[src/rtl/dqpal_pkg.sv]
// Package for the double-ended queue with palindrome check.
// Holds the command and status codes, the result beat type and the default depth.
// No dependencies.
package dqpal_pkg;

  // Default number of queue entries.
  localparam int DQPAL_DEPTH = 16;

  // Field widths fixed by the block's interface.
  localparam int CMD_W    = 3;
  localparam int VALUE_W  = 32;
  localparam int STATUS_W = 2;
  localparam int COUNT_W  = 5;

  // Command codes carried on the input channel.
  typedef enum logic [CMD_W-1:0] {
    CMD_PUSH_FRONT = 3'd0,
    CMD_PUSH_BACK  = 3'd1,
    CMD_POP_FRONT  = 3'd2,
    CMD_POP_BACK   = 3'd3,
    CMD_CHECK      = 3'd4
  } cmd_t;

  // Status codes carried on the result channel.
  typedef enum logic [STATUS_W-1:0] {
    ST_DONE  = 2'd0,
    ST_EMPTY = 2'd1,
    ST_FULL  = 2'd2
  } status_t;

  // One result beat as it travels from the sequencer to the output register.
  typedef struct packed {
    status_t              status;
    logic                 is_mirror;
    logic [COUNT_W-1:0]   entry_count;
  } res_t;

endpackage

[src/rtl/dqpal_if.sv]
// Valid/ready channel interfaces for the command and result beats.
// Depends on dqpal_pkg for the field widths.
interface dqpal_in_if import dqpal_pkg::*; ();
  logic                      valid;
  logic                      ready;
  logic [CMD_W-1:0]          cmd;
  logic signed [VALUE_W-1:0] value;

  modport source (output valid, output cmd, output value, input ready);
  modport sink   (input valid, input cmd, input value, output ready);
endinterface

interface dqpal_out_if import dqpal_pkg::*; ();
  logic                valid;
  logic                ready;
  logic [STATUS_W-1:0] status;
  logic                is_mirror;
  logic [COUNT_W-1:0]  entry_count;

  modport source (output valid, output status, output is_mirror, output entry_count,
                  input ready);
  modport sink   (input valid, input status, input is_mirror, input entry_count,
                  output ready);
endinterface

[src/rtl/dqpal_ram.sv]
// Generic synchronous RAM: one write port and two read ports, registered read data.
// No dependencies.
module dqpal_ram #(
  parameter int WIDTH = 32,
  parameter int DEPTH = 16
) (
  input  logic                     clk,
  input  logic                     we,
  input  logic [$clog2(DEPTH)-1:0] waddr,
  input  logic [WIDTH-1:0]         wdata,
  input  logic [$clog2(DEPTH)-1:0] raddr_a,
  output logic [WIDTH-1:0]         rdata_a,
  input  logic [$clog2(DEPTH)-1:0] raddr_b,
  output logic [WIDTH-1:0]         rdata_b
);

  logic [WIDTH-1:0] mem [DEPTH];

  // Write port.
  always_ff @(posedge clk) begin
    if (we) begin
      mem[waddr] <= wdata;
    end
  end

  // Both read ports return data in the cycle after the address.
  always_ff @(posedge clk) begin
    rdata_a <= mem[raddr_a];
    rdata_b <= mem[raddr_b];
  end

endmodule

[src/rtl/dqpal_seq.sv]
// Command sequencer: ring pointers, entry count and the pairwise palindrome scan.
// Depends on dqpal_pkg; drives the ports of one dqpal_ram instance.
module dqpal_seq import dqpal_pkg::*; #(
  parameter int DEPTH = DQPAL_DEPTH,
  localparam int AW = $clog2(DEPTH),
  localparam int CW = $clog2(DEPTH + 1)
) (
  input  logic                clk,
  input  logic                rst_n,
  // Command beat.
  input  logic                in_valid,
  output logic                in_ready,
  input  logic [CMD_W-1:0]    in_cmd,
  input  logic [VALUE_W-1:0]  in_value,
  // Pending result, taken by the output register.
  output logic                res_valid,
  output res_t                res,
  input  logic                res_take,
  // RAM ports.
  output logic                ram_we,
  output logic [AW-1:0]       ram_waddr,
  output logic [VALUE_W-1:0]  ram_wdata,
  output logic [AW-1:0]       ram_raddr_a,
  output logic [AW-1:0]       ram_raddr_b,
  input  logic [VALUE_W-1:0]  ram_rdata_a,
  input  logic [VALUE_W-1:0]  ram_rdata_b
);

  typedef enum logic [2:0] {
    S_IDLE  = 3'b001,
    S_SCAN  = 3'b010,
    S_DRAIN = 3'b100
  } state_t;

  localparam int SW = CW + 1;

  state_t          state_r, state_nxt;
  logic [AW-1:0]   front_r, front_nxt;
  logic [CW-1:0]   count_r, count_nxt;
  logic [AW-1:0]   lo_r, lo_nxt;
  logic [AW-1:0]   hi_r, hi_nxt;
  logic [CW-1:0]   pairs_r, pairs_nxt;
  logic            rd_vld_r, rd_vld_nxt;
  logic            miss_r, miss_nxt;
  logic            res_vld_r, res_vld_nxt;
  res_t            res_r, res_nxt;
  logic            accept;
  logic            full;
  logic            empty;
  logic            pair_ne;

  // Slot at a given offset from a base slot, wrapped once around the ring.
  function automatic logic [AW-1:0] wrap_add(input logic [AW-1:0] base,
                                             input logic [CW-1:0] off);
    logic [SW-1:0] sum;
    begin
      sum = SW'(base) + SW'(off);
      if (sum >= SW'(DEPTH)) begin
        sum = sum - SW'(DEPTH);
      end
      return sum[AW-1:0];
    end
  endfunction

  // Previous and next slot around the ring.
  function automatic logic [AW-1:0] slot_dec(input logic [AW-1:0] s);
    begin
      return (s == '0) ? AW'(DEPTH - 1) : s - AW'(1);
    end
  endfunction

  function automatic logic [AW-1:0] slot_inc(input logic [AW-1:0] s);
    begin
      return (s == AW'(DEPTH - 1)) ? '0 : s + AW'(1);
    end
  endfunction

  // A new command is taken only while no scan runs and the result slot frees up.
  assign in_ready  = (state_r == S_IDLE) && (!res_vld_r || res_take);
  assign accept    = in_valid && in_ready;
  assign full      = (count_r == CW'(DEPTH));
  assign empty     = (count_r == '0);
  assign pair_ne   = (ram_rdata_a != ram_rdata_b);
  assign res_valid = res_vld_r;
  assign res       = res_r;

  // Next-state logic for commands and the scan.
  always_comb begin
    state_nxt   = state_r;
    front_nxt   = front_r;
    count_nxt   = count_r;
    lo_nxt      = lo_r;
    hi_nxt      = hi_r;
    pairs_nxt   = pairs_r;
    rd_vld_nxt  = 1'b0;
    miss_nxt    = miss_r;
    res_vld_nxt = res_vld_r && !res_take;
    res_nxt     = res_r;
    ram_we      = 1'b0;
    ram_waddr   = front_r;
    ram_wdata   = in_value;
    ram_raddr_a = lo_r;
    ram_raddr_b = hi_r;

    unique case (state_r)
      S_IDLE: begin
        if (accept) begin
          res_nxt.status    = ST_DONE;
          res_nxt.is_mirror = 1'b0;
          res_vld_nxt       = 1'b1;
          unique case (in_cmd)
            CMD_PUSH_FRONT: begin
              if (full) begin
                res_nxt.status = ST_FULL;
              end else begin
                front_nxt = slot_dec(front_r);
                ram_we    = 1'b1;
                ram_waddr = slot_dec(front_r);
                count_nxt = count_r + CW'(1);
              end
            end
            CMD_PUSH_BACK: begin
              if (full) begin
                res_nxt.status = ST_FULL;
              end else begin
                ram_we    = 1'b1;
                ram_waddr = wrap_add(front_r, count_r);
                count_nxt = count_r + CW'(1);
              end
            end
            CMD_POP_FRONT: begin
              if (empty) begin
                res_nxt.status = ST_EMPTY;
              end else begin
                front_nxt = slot_inc(front_r);
                count_nxt = count_r - CW'(1);
              end
            end
            CMD_POP_BACK: begin
              if (empty) begin
                res_nxt.status = ST_EMPTY;
              end else begin
                count_nxt = count_r - CW'(1);
              end
            end
            CMD_CHECK: begin
              if (empty) begin
                res_nxt.status = ST_EMPTY;
              end else if (count_r == CW'(1)) begin
                res_nxt.is_mirror = 1'b1;
              end else begin
                // Walk inwards from both ends, one pair per cycle.
                res_vld_nxt = 1'b0;
                lo_nxt      = front_r;
                hi_nxt      = wrap_add(front_r, count_r - CW'(1));
                pairs_nxt   = count_r >> 1;
                miss_nxt    = 1'b0;
                state_nxt   = S_SCAN;
              end
            end
            default: begin
            end
          endcase
          res_nxt.entry_count = COUNT_W'(count_nxt);
        end
      end
      S_SCAN: begin
        // Issue one pair of reads and compare the pair read last cycle.
        rd_vld_nxt = 1'b1;
        lo_nxt     = slot_inc(lo_r);
        hi_nxt     = slot_dec(hi_r);
        pairs_nxt  = pairs_r - CW'(1);
        miss_nxt   = miss_r || (rd_vld_r && pair_ne);
        if (pairs_r == CW'(1)) begin
          state_nxt = S_DRAIN;
        end
      end
      S_DRAIN: begin
        // The last pair arrives; the result slot is known to be free here.
        res_nxt.status      = ST_DONE;
        res_nxt.is_mirror   = !(miss_r || pair_ne);
        res_nxt.entry_count = COUNT_W'(count_r);
        res_vld_nxt         = 1'b1;
        state_nxt           = S_IDLE;
      end
      default: begin
        state_nxt = S_IDLE;
      end
    endcase
  end

  // Control registers.
  always_ff @(posedge clk) begin
    if (!rst_n) begin
      state_r   <= S_IDLE;
      front_r   <= '0;
      count_r   <= '0;
      rd_vld_r  <= 1'b0;
      res_vld_r <= 1'b0;
    end else begin
      state_r   <= state_nxt;
      front_r   <= front_nxt;
      count_r   <= count_nxt;
      rd_vld_r  <= rd_vld_nxt;
      res_vld_r <= res_vld_nxt;
    end
  end

  // Scan and result payload registers.
  always_ff @(posedge clk) begin
    lo_r    <= lo_nxt;
    hi_r    <= hi_nxt;
    pairs_r <= pairs_nxt;
    miss_r  <= miss_nxt;
    res_r   <= res_nxt;
  end

endmodule

[src/rtl/deque_with_palindrome_check_unit.sv]
// Top level of the double-ended queue with palindrome check.
// Depends on dqpal_pkg, dqpal_if, dqpal_ram and dqpal_seq.
//
// A bounded ring-buffer deque of DEPTH signed 32-bit entries held in a RAM with
// one write and two read ports. Every command beat yields exactly one result beat.
// For push, pop and unknown commands the result is registered in the sequencer
// and again in the output register; a new command may follow at once unless that
// result cannot move on to the output. A palindrome check of n entries (n of
// two or more) holds off commands through the scan and drain states, reading one
// pair of entries per cycle through the RAM's two read ports and comparing it in
// the cycle after; an empty queue or a single entry answers at once. One further
// command is taken while a result waits on the output. The RAM is not cleared
// after reset and needs no warm-up: only written entries are read.
module deque_with_palindrome_check_unit import dqpal_pkg::*; #(
  parameter int DEPTH = DQPAL_DEPTH
) (
  input  logic        clk,
  input  logic        rst_n,
  dqpal_in_if.sink    in_ch,
  dqpal_out_if.source out_ch
);

  localparam int AW = $clog2(DEPTH);

  logic               res_valid;
  res_t               res;
  logic               res_take;
  logic               ram_we;
  logic [AW-1:0]      ram_waddr;
  logic [VALUE_W-1:0] ram_wdata;
  logic [AW-1:0]      ram_raddr_a;
  logic [AW-1:0]      ram_raddr_b;
  logic [VALUE_W-1:0] ram_rdata_a;
  logic [VALUE_W-1:0] ram_rdata_b;
  logic               out_vld_r, out_vld_nxt;
  res_t               out_res_r, out_res_nxt;

  // Entry storage.
  dqpal_ram #(
    .WIDTH (VALUE_W),
    .DEPTH (DEPTH)
  ) u_ram (
    .clk     (clk),
    .we      (ram_we),
    .waddr   (ram_waddr),
    .wdata   (ram_wdata),
    .raddr_a (ram_raddr_a),
    .rdata_a (ram_rdata_a),
    .raddr_b (ram_raddr_b),
    .rdata_b (ram_rdata_b)
  );

  // Command sequencer.
  dqpal_seq #(
    .DEPTH (DEPTH)
  ) u_seq (
    .clk         (clk),
    .rst_n       (rst_n),
    .in_valid    (in_ch.valid),
    .in_ready    (in_ch.ready),
    .in_cmd      (in_ch.cmd),
    .in_value    (in_ch.value),
    .res_valid   (res_valid),
    .res         (res),
    .res_take    (res_take),
    .ram_we      (ram_we),
    .ram_waddr   (ram_waddr),
    .ram_wdata   (ram_wdata),
    .ram_raddr_a (ram_raddr_a),
    .ram_raddr_b (ram_raddr_b),
    .ram_rdata_a (ram_rdata_a),
    .ram_rdata_b (ram_rdata_b)
  );

  // Output register: loads a pending result whenever its slot is empty or draining.
  assign res_take = res_valid && (!out_vld_r || out_ch.ready);

  always_comb begin
    out_vld_nxt = out_vld_r && !out_ch.ready;
    out_res_nxt = out_res_r;
    if (res_take) begin
      out_vld_nxt = 1'b1;
      out_res_nxt = res;
    end
  end

  always_ff @(posedge clk) begin
    if (!rst_n) begin
      out_vld_r <= 1'b0;
    end else begin
      out_vld_r <= out_vld_nxt;
    end
  end

  always_ff @(posedge clk) begin
    out_res_r <= out_res_nxt;
  end

  // Result channel.
  assign out_ch.valid       = out_vld_r;
  assign out_ch.status      = out_res_r.status;
  assign out_ch.is_mirror   = out_res_r.is_mirror;
  assign out_ch.entry_count = out_res_r.entry_count;

endmodule
[src/flat_wrapper.sv]
// flat-port wrapper written by rule: the top's interface ports become plain ports
module deque_with_palindrome_check_unit_flat import dqpal_pkg::*;
#(
  parameter int DEPTH = DQPAL_DEPTH
)
  (clk, rst_n, in_ch_valid, in_ch_cmd, in_ch_value, in_ch_ready, out_ch_valid, out_ch_status, out_ch_is_mirror, out_ch_entry_count, out_ch_ready);
  dqpal_in_if in_ch_i ();
  dqpal_out_if out_ch_i ();
  input  logic clk;
  input  logic rst_n;
  input wire logic [$bits(in_ch_i.valid)-1:0] in_ch_valid;
  input wire logic [$bits(in_ch_i.cmd)-1:0] in_ch_cmd;
  input wire logic [$bits(in_ch_i.value)-1:0] in_ch_value;
  output wire logic [$bits(in_ch_i.ready)-1:0] in_ch_ready;
  output wire logic [$bits(out_ch_i.valid)-1:0] out_ch_valid;
  output wire logic [$bits(out_ch_i.status)-1:0] out_ch_status;
  output wire logic [$bits(out_ch_i.is_mirror)-1:0] out_ch_is_mirror;
  output wire logic [$bits(out_ch_i.entry_count)-1:0] out_ch_entry_count;
  input wire logic [$bits(out_ch_i.ready)-1:0] out_ch_ready;
  assign in_ch_i.valid = in_ch_valid;
  assign in_ch_i.cmd = in_ch_cmd;
  assign in_ch_i.value = in_ch_value;
  assign in_ch_ready = in_ch_i.ready;
  assign out_ch_valid = out_ch_i.valid;
  assign out_ch_status = out_ch_i.status;
  assign out_ch_is_mirror = out_ch_i.is_mirror;
  assign out_ch_entry_count = out_ch_i.entry_count;
  assign out_ch_i.ready = out_ch_ready;
  deque_with_palindrome_check_unit #(.DEPTH(DEPTH)) u_core (.clk(clk), .rst_n(rst_n), .in_ch(in_ch_i), .out_ch(out_ch_i));
endmodule
[config.mk]
export PLATFORM = sky130hd
export DESIGN_NAME = deque_with_palindrome_check_unit_flat
export DESIGN_NICKNAME = d
export VERILOG_FILES = /design/src/rtl/dqpal_pkg.sv /design/src/rtl/dqpal_if.sv /design/src/rtl/dqpal_ram.sv /design/src/rtl/dqpal_seq.sv /design/src/rtl/deque_with_palindrome_check_unit.sv /design/src/flat_wrapper.sv
export SDC_FILE = /design/constraint.sdc
export NUM_CORES = 1
export LEC_CHECK = 0
export BUFFER_PORTS_ARGS = -buffer_cell sky130_fd_sc_hd__buf_2
export CAP_MARGIN = 20
export CORE_MARGIN = 3
export CORE_UTILIZATION = 57
export DETAILED_ROUTE_END_ITERATION = 10
export PLACE_DENSITY_LB_ADDON = 0.2
export SYNTH_ARGS = -nofsm -noshare
export SYNTH_HDL_FRONTEND = slang
export SYNTH_SLANG_ARGS = --single-unit
[constraint.sdc]
create_clock -name clk -period 4.96 [get_ports clk]
set_clock_uncertainty 0.2 [all_clocks]
set_input_delay 0.992 -clock clk [delete_from_list [all_inputs] [get_ports clk]]
set_output_delay 0.992 -clock clk [all_outputs]
set_load 0.01 [all_outputs]
# Yosys cells after proc, flatten, opt, wreduce, memory -nomap -nowiden

Memories as Yosys holds them, arrays and structs flattened. A register that Yosys moved wholly into a read port is not among the register bits.
Cells that the tools add are included.

Register bits: 45
Memory bits (writable): 512
Input port bits: 39
Output and inout port bits: 10
Logic and storage cells: 141
Memories kept: 1

Add/sub/neg operators: 11
Magnitude comparators: 2
Equality and inequality tests: 19
Muxes and demuxes: 62
Reductions and logical operators: 30

Memories:

| memory           | words | width | read ports | clocked after memory_dff | wr ports | RTL line        | source |
|---|---|---|---|---|---|---|---|
| u_core.u_ram.mem | 16    | 32    | 2          | 2                        | 1        | dqpal_ram.sv:17 | `logic [WIDTH-1:0] mem [DEPTH];` |

Operators with widths:

| operator                                            | count |
|---|---|
| 2-to-1 mux 4 bit                                    | 19 |
| != test 32 bit                                      | 1 |
| one-hot mux 4 bit (2 select lines)                  | 4 |
| 2-to-1 mux 5 bit                                    | 6 |
| one-hot mux 5 bit (2 select lines)                  | 2 |
| 2-to-1 mux 1 bit                                    | 19 |
| one-hot mux 8 bit (2 select lines)                  | 1 |
| subtractor 4 x 1 -> 4 bit, second input constant    | 4 |
| 2-to-1 mux 3 bit                                    | 5 |
| adder 4 x 5 -> 6 bit                                | 2 |
| >= comparator 6 x 5 -> 1 bit, second input constant | 2 |
| == test 5 x 1 -> 1 bit, second input constant       | 2 |
| != test 2 bit, second input constant                | 5 |
| AND reduction 5 bit                                 | 2 |
| subtractor 5 x 1 -> 5 bit, second input constant    | 2 |
| == test 3 x 2 -> 1 bit, second input constant       | 3 |
| adder 4 x 1 -> 4 bit, second input constant         | 2 |
| == test 4 bit, second input constant                | 2 |
| zero test 4 bit                                     | 2 |
| 2-to-1 mux 8 bit                                    | 1 |
| == test 3 x 1 -> 1 bit, second input constant       | 2 |
| == test 3 bit, second input constant                | 2 |
| logical AND 1 bit                                   | 6 |
| one-hot mux 3 bit (2 select lines)                  | 1 |
| 15 further kinds                                    | 27 |

# Longest topological paths before layout

Word-level depth: 10
Mapped depth: 10
Gate-level depth less buffers: 9

# Modules after synthesis

From an unflattened synthesis, not the netlist that was laid out.

Cell total of the unflattened synthesis: 1,508
Area, all modules: 27,636.5 um^2

Modules (own cells, without submodules):

| module                           | instances | cells an instance | area each (um^2) | seq. area each (um^2) |
|---|---|---|---|---|
| dqpal_ram                        | 1         | 1,141             | 24,188.2         | 16,656.0 |
| dqpal_seq                        | 1         | 355               | 3,160.5          | 940.9 |
| deque_with_palindrome_check_unit | 1         | 12                | 287.8            | 260.2 |

# Least setup slack after synthesis

OpenSTA, ideal clock, no wires.

Kind: in2reg
From: in in_ch_cmd[0]
To: mem u_core.u_ram.mem[12][0] (enable)
Library setup time: 0.461 ns
Arrival: 4.362 ns
Required time: 4.299 ns
Slack: -0.063 ns
Stages on the path: 6
Path buffers: 1
Cells stage by stage: clkbuf_1 or3_1 a21oi_1 a2111oi_1 nand2_1 nor3_1

Cells in the longest elaborated chain, start to end: 7
Elaborated cells on any way between the ends: 11
Classes of those cells: eq/ne: 1; mux: 8; reduce/logical: 2

Ends and longest elaborated chain:

| what                                                      | RTL line           | source |
|---|---|---|
| from (decl)                                               | flat_wrapper.sv:12 | `input wire logic [$bits(in_ch_i.cmd)-1:0] in_ch_cmd;` |
| == test 3 x 1 -> 1 bit or zero test 3 bit (tied branches) | dqpal_seq.sv:111   | `unique case (in_cmd)` |
| OR reduction 2 bit (no source line)                       | n/a                |  |
| 2-to-1 mux 1 bit                                          | n/a                |  |
| 2-to-1 mux 1 bit                                          | dqpal_seq.sv:107   | `if (accept) begin` |
| 2-to-1 mux 1 bit                                          | dqpal_seq.sv:105   | `unique case (state_r)` |
| 2-to-1 mux 1 bit                                          | dqpal_ram.sv:21    | `if (we) begin` |
| 2-to-1 mux 1 bit (not written as such)                    | dqpal_ram.sv:22    | `mem[waddr] <= wdata;` |
| to (decl)                                                 | dqpal_ram.sv:17    |  |

Parallel ways exist; a longest one is shown, timed or not.

# Worst setup path in the final report

From: reg u_core.u_seq.count_r[1]
To: mem u_core.u_ram.mem[14][13] (enable)

Cells in the longest elaborated chain, start to end: 7
Elaborated cells on any way between the ends: 16
Classes of those cells: add/sub: 2; order compare: 1; eq/ne: 1; mux: 12

Ends and longest elaborated chain:

| what                                                                   | RTL line                           | source |
|---|---|---|
| from (decl)                                                            | dqpal_seq.sv:39                    | `logic [CW-1:0] count_r, count_nxt;` |
| from (signal assigned)                                                 | dqpal_seq.sv:203                   | `count_r <= count_nxt;` |
| adder 4 x 5 -> 6 bit or == test 5 bit (tied branches)                  | dqpal_seq.sv:57, dqpal_seq.sv:81   |  |
| >= comparator 6 x 5 -> 1 bit, or another cell as far along             | dqpal_seq.sv:58                    | `if (sum >= SW'(DEPTH)) begin` |
| 2-to-1 mux 4 bit or 2-to-1 mux 1 bit (tied branches)                   | n/a                                |  |
| 2-to-1 mux 4 bit or 2-to-1 mux 1 bit (tied branches)                   | dqpal_seq.sv:123, dqpal_seq.sv:107 |  |
| one-hot mux 4 bit (2 select lines) or 2-to-1 mux 1 bit (tied branches) | dqpal_seq.sv:111, dqpal_seq.sv:105 |  |
| 2-to-1 mux 4 bit or 2-to-1 mux 1 bit (tied branches)                   | dqpal_seq.sv:107, dqpal_ram.sv:21  |  |
| 2-to-1 mux 4 bit or 2-to-1 mux 1 bit (tied branches)                   | dqpal_seq.sv:105, dqpal_ram.sv:22  |  |

Parallel ways exist; a longest one is shown, timed or not.

==> key figures <==
Layout
  – Nets@finish: 1854
  – P&R area growth vs syn: 11.6%
  – Layout fillers: 3344
  – Layout cell share with drive strength beyond 1: 18.8%
  – Post-route cell area: 0.0313 mm2

Yosys
  – #FFs+latches synth: 621
  – Synth Area in Compound Gates: between 9 and 10%
  – Post-synth ARST share: 0%
  – Seq/Total Area, Yosys: 63.6%
  – Library cells used by synthesis: 61
  – Number of synthesized flops with an enable pin: 542
  – Syn_nets: 1813
  – Largest family of logic cells by synthesized area: multiplexers
  – Syn avg cell area: 16.0 um2
  – Commonest register cell after synthesis: edfxtp_1
  – Synth Area in Adders: less than 1%
  – Synth area leader: edfxtp_1
  – Post-Syn Area: 0.0281 mm2
  – Top cells by area, synth: edfxtp_1 58%, mux4_2 10%, mux2i_1 9.2%, dfxtp_1 5.6%, a221oi_1 4.0%
  – Synth Area in XOR/XNOR: 1.47%
  – Post-synthesis mux area share: 19.4%
  – Yosys top cell area share: 58.0%
  – Most frequent cell after synthesis: edfxtp_1
  – Most frequent cells after synthesis: 542 x edfxtp_1, 257 x mux2i_1, 128 x a221oi_1, 128 x mux4_2, 79 x dfxtp_1
  – Cells after Synth: 1756
  – Post-Synth Simple-Gate Area: 3.49%
  – Synthesis Warnings: 0

Outcome
  – Outcome: complete, no violations

Clocking
  – CTS Root Cell: clkbuf_16
  – Clk_lat worst skew: roughly 0.60 ns
  – Clock H-tree levels: 3
  – Clk buf depth: 3
  – Hold buffers post-CTS: 0
  – CTS tree: yes
  – CTS resizes: 0
  – Worst-path clk slew: 0.06 ns
  – Number of CTS-inserted buffers: 66
  – Post-CTS Setup Bufs: 0
  – Clock sink total: 621

Min path
  – Worst hold path type: flop to flop

Route
  – Final ANT Viol Nets: 0
  – Avg WL per Cell: 27.4 um
  – WL final: 68600 um
  – DRT Pass-1 Iters: 7
  – Vias: ~17k
  – Vias per cell: 6.72
  – Starting DRT DRC Count: 1939
  – DRC Markers: 0

Die
  – Area of the die: 0.0520 mm2
  – Initial core utilization: 58.3%
  – Die width: approximately 230 um
  – Placeable Area: between 0.04 and 0.05 mm2
  – # IOs: 49
  – Die Y: between 200 and 250 um
  – Standard-cell rows: 80

Timing
  – Final setup viols: 0
  – Worst-margin pin slew: 1.19 ns
  – Max-slew violations: 0
  – Setup tns final: 0 ns
  – Min Clock Period, post-route: 3.89 ns
  – Worst slew margin: 20.6%
  – Final hold viol count: 0
  – Fmax: approximately 0.26 GHz
  – Unrepaired setup endpoints after global routing: false
  – Period Utilization, post-route: 78.4%

Power and ir drop
  – Power density over the cells: ~360 mW/mm2
  – Max rail drop VDD: 0.306 mV
  – Pleak: 10.7 nW

Critical path
  – CP cell instances: inv_1 -> ha_1 -> nand4bb_1 -> nand3_1 -> a2111oi_1 -> nand2_1 -> nor3_4 -> buf_12
  – Crit path DAT: 3.96 ns
  – CP Capture Type: flop
  – Setup CP Type: flop to flop
  – Crit-path max FO: 24
  – Max incr delay on CP: 0.59 ns
  – CP Launch Type: flop
  – Slowest CP cell: dfxtp_1
  – Req. time, crit path: 5.02 ns
  – CP Buf/Inv Count: 2
  – Delay-heaviest family, CP: simple AND/OR/NAND/NOR gates

GRT
  – Total GRT Usage: 26.3%
  – First-pass GRT wire length: a little over 100000 um
  – Pin count of the biggest net entering global routing: 122
  – Initial antenna violation count: 3
  – Vias in the first global route: 16.8k
  – Total gr overflow: 0

Place
  – Placement Cell Area: between 0.02 and 0.03 mm2
  – Port bufs: 48
  – DP HPWL: 38200 um
  – Gp weighted congestion: 0.853

Flow run
  – Max_cap viols: 0
==> through the flow <==
step	total power, W	worst slack [ns]	hold slack [ns]	instances	utilization (%)
floorplan	0.00623	-0.0626	0.200	1756	-
finish	0.0112	1.07	0.219	2506	65.1
global placement	0.00643	1.08	0.201	2384	60.6
global route	0.0115	0.826	0.225	2504	65.0
CTS	0.0112	1.04	0.220	2503	65.0
detailed placement	0.00644	1.07	0.206	2384	60.6
==> cells by family after synthesis <==
logic type / count (synthesis)
fa+ha+maj: 18
simple gates: 200
compound gates: 347
flops: 621
xor+xnor: 47
buf+inv: 138
mux: 385
==> power breakdown <==
group	total, W	leakage (nW)	internal (W)	switching (W)
Sequential	0.00581	5.55	0.00576	0.0000486
Clock	0.00482	1.04	0.00285	0.00197
Combinational	0.000529	4.09	0.000190	0.000339
Total	0.0112	10.7	0.00880	0.00236
==> final timing paths <==
check	from	endpoint	slack, ns	cells past startpoint
max reg2reg	u_core.u_seq.count_r[1]	u_core.u_ram.mem[14][13]	1.07	8
min reg2reg	u_core.u_seq.res[2]	u_core.out_ch.entry_count[2]	0.22	0
max	u_core.u_seq.count_r[1]	u_core.u_ram.mem[14][13]	1.07	8
min	u_core.u_seq.res[2]	u_core.out_ch.entry_count[2]	0.22	0
==> cells in the final DEF (no fill, tap or decap), types with 39 or more instances in the layout <==
cell type	synthesis	layout
buf_4	0	39
a22oi_1	64	64
mux4_2	128	128
nand2_1	55	55
dfxtp_1	79	79
nor2_1	61	58
buf_2	41	48
o21ai_0	77	77
mux2i_1	257	257
edfxtp_1	542	542
xnor2_1	41	41
a221oi_1	128	128
clkbuf_16	0	67
==> layer usage <==
layer / GRT usage (%) / wire (um)
met1: 36.8 / 28600
met2: 42.7 / 33200
met3: 4.29 / 4750
met4: 8.72 / 2030
met5: 0 / 0
==> registers in the layout, indices dropped and copies added, names as in the netlist, 5 cells and up <==
name	cells
u_core.u_seq.res	8
u_core.u_ram.rdata_a	32
u_core.u_seq.count_r	5
u_core.out_ch.entry_count	5
u_core.u_ram.rdata_b	32
u_core.u_ram.mem	512
u_core.u_seq.pairs_r	5
==> worst register-to-register path, delay by kind of cell, from the launching register on <==
| kind | cells | cell delay, ns |
|---|---|---|
| simple gates | 4 | 1.49 |
| buf+inv | 2 | 0.49 |
| compound gates | 1 | 0.55 |
| fa+ha+maj | 1 | 0.25 |
| flops | 1 | 0.59 |
==> cell type report <==
class                           count  area [um2]  share of cell area, %
Timing Repair Buffer               94         681                   2.17
Sequential cell                   621       17900                   57.0
Antenna cell                        2        5.00                 0.0160
Tap cell                          656         821                   2.62
Clock buffer                       88        1830                   5.83
Clock inverter                     31         292                  0.931
Multi-Input combinational cell    997        9780                   31.2
Inverter                           17        63.8                  0.204
Note: power is estimated with default switching activity, not from simulation.
